## src/sv/mru_replacement_ranks_unit_macros.svh

```systemverilog
// Assertion macros shared by the mru replacement ranks unit.
`ifndef MRU_REPLACEMENT_RANKS_UNIT_MACROS_SVH
`define MRU_REPLACEMENT_RANKS_UNIT_MACROS_SVH

`ifndef ASSERT_OFF
// cond must never hold at a clock edge out of reset
`define MRR_ASSERT_NEVER(label, clk, rst_n, cond) \
	label: assert property (@(posedge clk) disable iff (!rst_n) !(cond)) \
		else $error("mrr assertion failed: forbidden condition seen");
// ante at an edge requires cons at the same edge
`define MRR_ASSERT_IMPLY(label, clk, rst_n, ante, cons) \
	label: assert property (@(posedge clk) disable iff (!rst_n) (ante) |-> (cons)) \
		else $error("mrr assertion failed: implication broken");
`else
`define MRR_ASSERT_NEVER(label, clk, rst_n, cond)
`define MRR_ASSERT_IMPLY(label, clk, rst_n, ante, cons)
`endif

`endif

```

## src/sv/mrr_pkg.sv

```systemverilog
// Shared types and codes of the mru replacement ranks unit.
package mrr_pkg;

	localparam int RANK_W     = 4;
	localparam int MAX_WAYS   = 16;
	localparam int SET_W      = 11;
	localparam int WAY_W      = 4;
	localparam int MAX_ADDR_W = 16;

	// Item kinds on the input port
	localparam logic [1:0] KIND_QUERY  = 2'd0;
	localparam logic [1:0] KIND_FILL   = 2'd1;
	localparam logic [1:0] KIND_UPDATE = 2'd2;

	// Operations queued for the back end
	typedef logic op_t;
	localparam op_t OP_PROMOTE = 1'b0;
	localparam op_t OP_QUERY   = 1'b1;

	typedef struct packed {
		op_t                   op;
		logic [SET_W-1:0]      set_index;
		logic [WAY_W-1:0]      way;
		logic [MAX_WAYS-1:0]   valid_mask;
		logic                  set_ok;
	} item_t;

	typedef struct packed {
		logic full;
		logic empty;
	} q_status_t;

	typedef struct packed {
		logic clearing;
		logic pop;
	} back_status_t;

endpackage

```

## src/sv/mrr_queue.sv

```systemverilog
// Short FIFO of classified items between front and back end.
module mrr_queue #(
	parameter int DEPTH = 2
) (
	input  logic                clk,
	input  logic                arst_n,
	input  logic                push,
	input  mrr_pkg::item_t      push_item,
	input  logic                pop,
	output mrr_pkg::item_t      head,
	output mrr_pkg::q_status_t  st
);

	localparam int PTR_W = DEPTH > 1 ? $clog2(DEPTH) : 1;
	localparam int CNT_W = $clog2(DEPTH + 1);

	mrr_pkg::item_t   entries_q [DEPTH];
	logic [PTR_W-1:0] wr_ptr_q;
	logic [PTR_W-1:0] rd_ptr_q;
	logic [CNT_W-1:0] count_q;
	logic             do_push;
	logic             do_pop;

	assign st.full  = count_q == CNT_W'(DEPTH);
	assign st.empty = count_q == '0;
	assign do_push  = push && !st.full;
	assign do_pop   = pop && !st.empty;
	assign head     = entries_q[rd_ptr_q];

	always_ff @(posedge clk or negedge arst_n) begin
		if (!arst_n) begin
			wr_ptr_q <= '0;
			rd_ptr_q <= '0;
			count_q  <= '0;
		end else begin
			if (do_push) begin
				wr_ptr_q <= (wr_ptr_q == PTR_W'(DEPTH - 1)) ? '0 : wr_ptr_q + 1'b1;
			end
			if (do_pop) begin
				rd_ptr_q <= (rd_ptr_q == PTR_W'(DEPTH - 1)) ? '0 : rd_ptr_q + 1'b1;
			end
			if (do_push && !do_pop) begin
				count_q <= count_q + 1'b1;
			end else if (do_pop && !do_push) begin
				count_q <= count_q - 1'b1;
			end
		end
	end

	always_ff @(posedge clk) begin
		if (do_push) begin
			entries_q[wr_ptr_q] <= push_item;
		end
	end

endmodule

```

## config.mk

```make
export PLATFORM = sky130hd
export DESIGN_NAME = mrr_queue
export DESIGN_NICKNAME = d
export VERILOG_FILES = /design/src/sv/mru_replacement_ranks_unit_macros.svh /design/src/sv/mrr_pkg.sv /design/src/sv/mrr_queue.sv
export SDC_FILE = /design/constraint.sdc
export NUM_CORES = 1
export LEC_CHECK = 0
export BUFFER_PORTS_ARGS = -buffer_cell sky130_fd_sc_hd__buf_2
export CAP_MARGIN = 10
export CORE_MARGIN = 3
export CORE_UTILIZATION = 58
export CTS_BUF_LIST = sky130_fd_sc_hd__clkbuf_2
export DETAILED_ROUTE_END_ITERATION = 16
export PLACE_DENSITY = 0.91
export SLEW_MARGIN = 20
export SYNTH_ARGS = -nofsm -noshare
export SYNTH_HDL_FRONTEND = slang
export SYNTH_SLANG_ARGS = --single-unit
```

## constraint.sdc

```tcl
create_clock -name clk -period 6.2 [get_ports clk]
set_clock_uncertainty 0.15 [all_clocks]
set_input_delay 0.31 -clock clk [delete_from_list [all_inputs] [get_ports clk]]
set_output_delay 0.31 -clock clk [all_outputs]
set_load 0.01 [all_outputs]
```

==> summary.txt <==
TritonCTS Sinks: 70
Area delta synth->final: 32.72%
Wl on met1: 1903 um
Die area: 0.005567 mm2
Post-Route WL: 5017 um
Fmax achieved: 389.2 MHz
CTS Root Cell: clkbuf_2
Placed wire-length estimate: 2921 um
# DRC: 0
Tmin final: 2570 ps
Sequential share of the synthesized area: 0.7626
Gate Count Post-Synth: 122
Worst EP arrival: 2110 ps
Vias per cell: 4.983
Final-report max-slew violation count: 0
DR WL/cell: 17.01 um
PD cells: 430.9 mW/mm2
Crit. End Element: primary output
CTS tree: done
Max-slew headroom: 0.3128
Max Cap Violations: 0
Core box area: 0.004444 mm2
GRT Util Overall: 0.1998
Worst slew pin tran: 1031 ps
PortBufs: 71
Setup TNS: 0 ps
Vias in the first global route: 1,631
Height of the die: 74.61 um
Io pins: 72
FF+latch count, synth: 70
Total CTS buffers: 9
WL met3: 297 um
Routed wl met2: 2717 um
Leading area contributor after synthesis: edfxtp_1
Layout cells sized above 1: 0.5021
WS Path Type: reg2out
Cell variety after synth: 15
Setup violators final: 0
Net count reported at finish: 276
Syn Area/Cell: 22.38 um2
Drt first-iter violations: 62
Antenna Nets Post-Route: 0
Htree depth: 3
Reg2Reg Setup Slack: 4110 ps
Required time worst endpoint: 5740 ps
Post-Syn Nets: 160
Initial antenna violation count: 0
Worst Setup Start Kind: register
Power Total: 0.001562 W
Max layer used: met4
Unrepaired setup endpoints after global routing: false
Status: finished, final reports clean
EDFF count, synth: 66
Count leader, synth: edfxtp_1
Maximum vdd drop: 0.0003227 V
CTS clk-pin slew, worst paths: 190 ps
Post-synth ARST share: 0.05714
Top cells by count, synth: 66 x edfxtp_1, 29 x mux2_4, 4 x dfrtp_1, 4 x mux2_2
# fillers: 237
Min-delay worst type: in2reg
Final Hold Viols: 0
Final worst path period share: 0.4145
Clock Latency Late Sink: 470 ps
Final weighted congestion in routability-driven placement: 0.6245
Synth top area cells: edfxtp_1 73%, mux2_4 16%, dfrtp_1 3.7%
LEAKAGE: 1.503 nW
CTS max path bufs: 2
Die W: 74.61 um
Largest net degree at the start of global routing: 35
First-pass GRT wire length: 7748 um
# resized after CTS: 0
Std cell rows: 24
Initial Util: 0.6143
Congestion Overflow GR: 0
Pre-Repair DR Iteration Count: 4
Synth warn: 0
Share of the synthesized area in the top cell type: 0.7259
Antenna Cells: 0
Prevailing post-synth register cell: edfxtp_1
Cell Area, Synth: 0.002730 mm2
Crit Path Max Fanout: 34
Via count: 1,470
-- worst max-delay path, cell delays in order, from the launching register on --
cell	delay (ps)
dfrtp_2	1080
mux2_2	410
buf_2	140
-- cell families (layout without fill, tap and decap cells) --
kind of cell,count (synthesis),count (layout),synth area share
DFF,70,70,0.7626
muxes,33,33,0.1760
and+or+nand+nor,6,6,0.01008
buffers and inverters,6,127,0.02887
xor gates and xnor gates,5,5,0.01604
adders and majority gates,1,1,0.004582
AOI/OAI and AO/OA,1,1,0.001831
-- flip-flops by register name, indices dropped and copies added, names as in the netlist --
name       count
wr_ptr_q       1
count_q        2
entries_q     66
rd_ptr_q       1
-- final cells by class --
| type | count | area (um2) | share of cell area |
|---|---|---|---|
| multi-input combinational | 46 | 576.8 | 0.1592 |
| clock inverter | 7 | 112.6 | 0.03108 |
| clock buffer | 9 | 45.04 | 0.01243 |
| tap | 52 | 65.06 | 0.01796 |
| sequential | 70 | 2083 | 0.5749 |
| timing repair buffer | 109 | 733.2 | 0.2023 |
| inverter | 2 | 7.507 | 0.002072 |
-- what timing repair did --
item,4_1_cts,5_1_grt
setup endpoints to repair,0,0
buffers inserted,0,0
hold buffers,37,0
endpoints found under the hold margin,72,0
-- placed cells by master (no fill, tap or decap) --
cell / count
clkbuf_2: 9
buf_4: 1
xnor2_1: 3
bufinv_16: 3
xor2_1: 2
clkinv_1: 1
dfrtp_2: 1
and3_1: 1
nand2_1: 1
dfrtp_1: 3
clkinv_2: 2
nor2_1: 2
buf_2: 71
nand2b_1: 1
clkinv_4: 1
o21ai_1: 1
inv_1: 2
nor2_4: 1
mux2_4: 29
mux2_2: 4
dlygate4sd3_1: 37
ha_1: 1
edfxtp_1: 66
-- through the flow --
stage | util | setup WS [ps] | hold WS, ps | area, um2 | cells
after global routing | 0.8153 | 3501 | 339.0 | 3623 | 295
after global placement | 0.6965 | 4188 | -33.92 | 3095 | 242
after detailed placement | 0.6965 | 4141 | -23.89 | 3095 | 242
final | 0.8153 | 3630 | 388.8 | 3623 | 295
after CTS | 0.8153 | 3555 | 346.3 | 3623 | 295
after floorplan | - | 3582 | -135.6 | 2730 | 122
-- per-layer routing --
metal  track usage  vias up
met5             0        -
met4       0.08498        0
met3       0.06142       11
met2        0.3571       56
met1        0.2204      700
li1              -      703
-- power breakdown --
group / switching, W / internal, W / leakage, nW / total, W
Sequential: 0.0000974 / 0.000648 / 0.659 / 0.000745
Clock: 0.000156 / 0.000172 / 0.0933 / 0.000328
Combinational: 0.000210 / 0.000278 / 0.751 / 0.000488
Total: 0.000464 / 0.00110 / 1.50 / 0.00156
-- final timing paths --
kind / cells past startpoint / endpoint / from
min: 2 / entries_q[0][23] / push_item[23]
max in group asynchronous: 3 / rd_ptr_q / arst_n
min reg2reg: 1 / wr_ptr_q / wr_ptr_q
max: 2 / head[16] / rd_ptr_q
min in group asynchronous: 3 / count_q[0] / arst_n
max reg2reg: 3 / entries_q[0][8] / count_q[0]
Note: power is estimated with default switching activity, not from simulation.
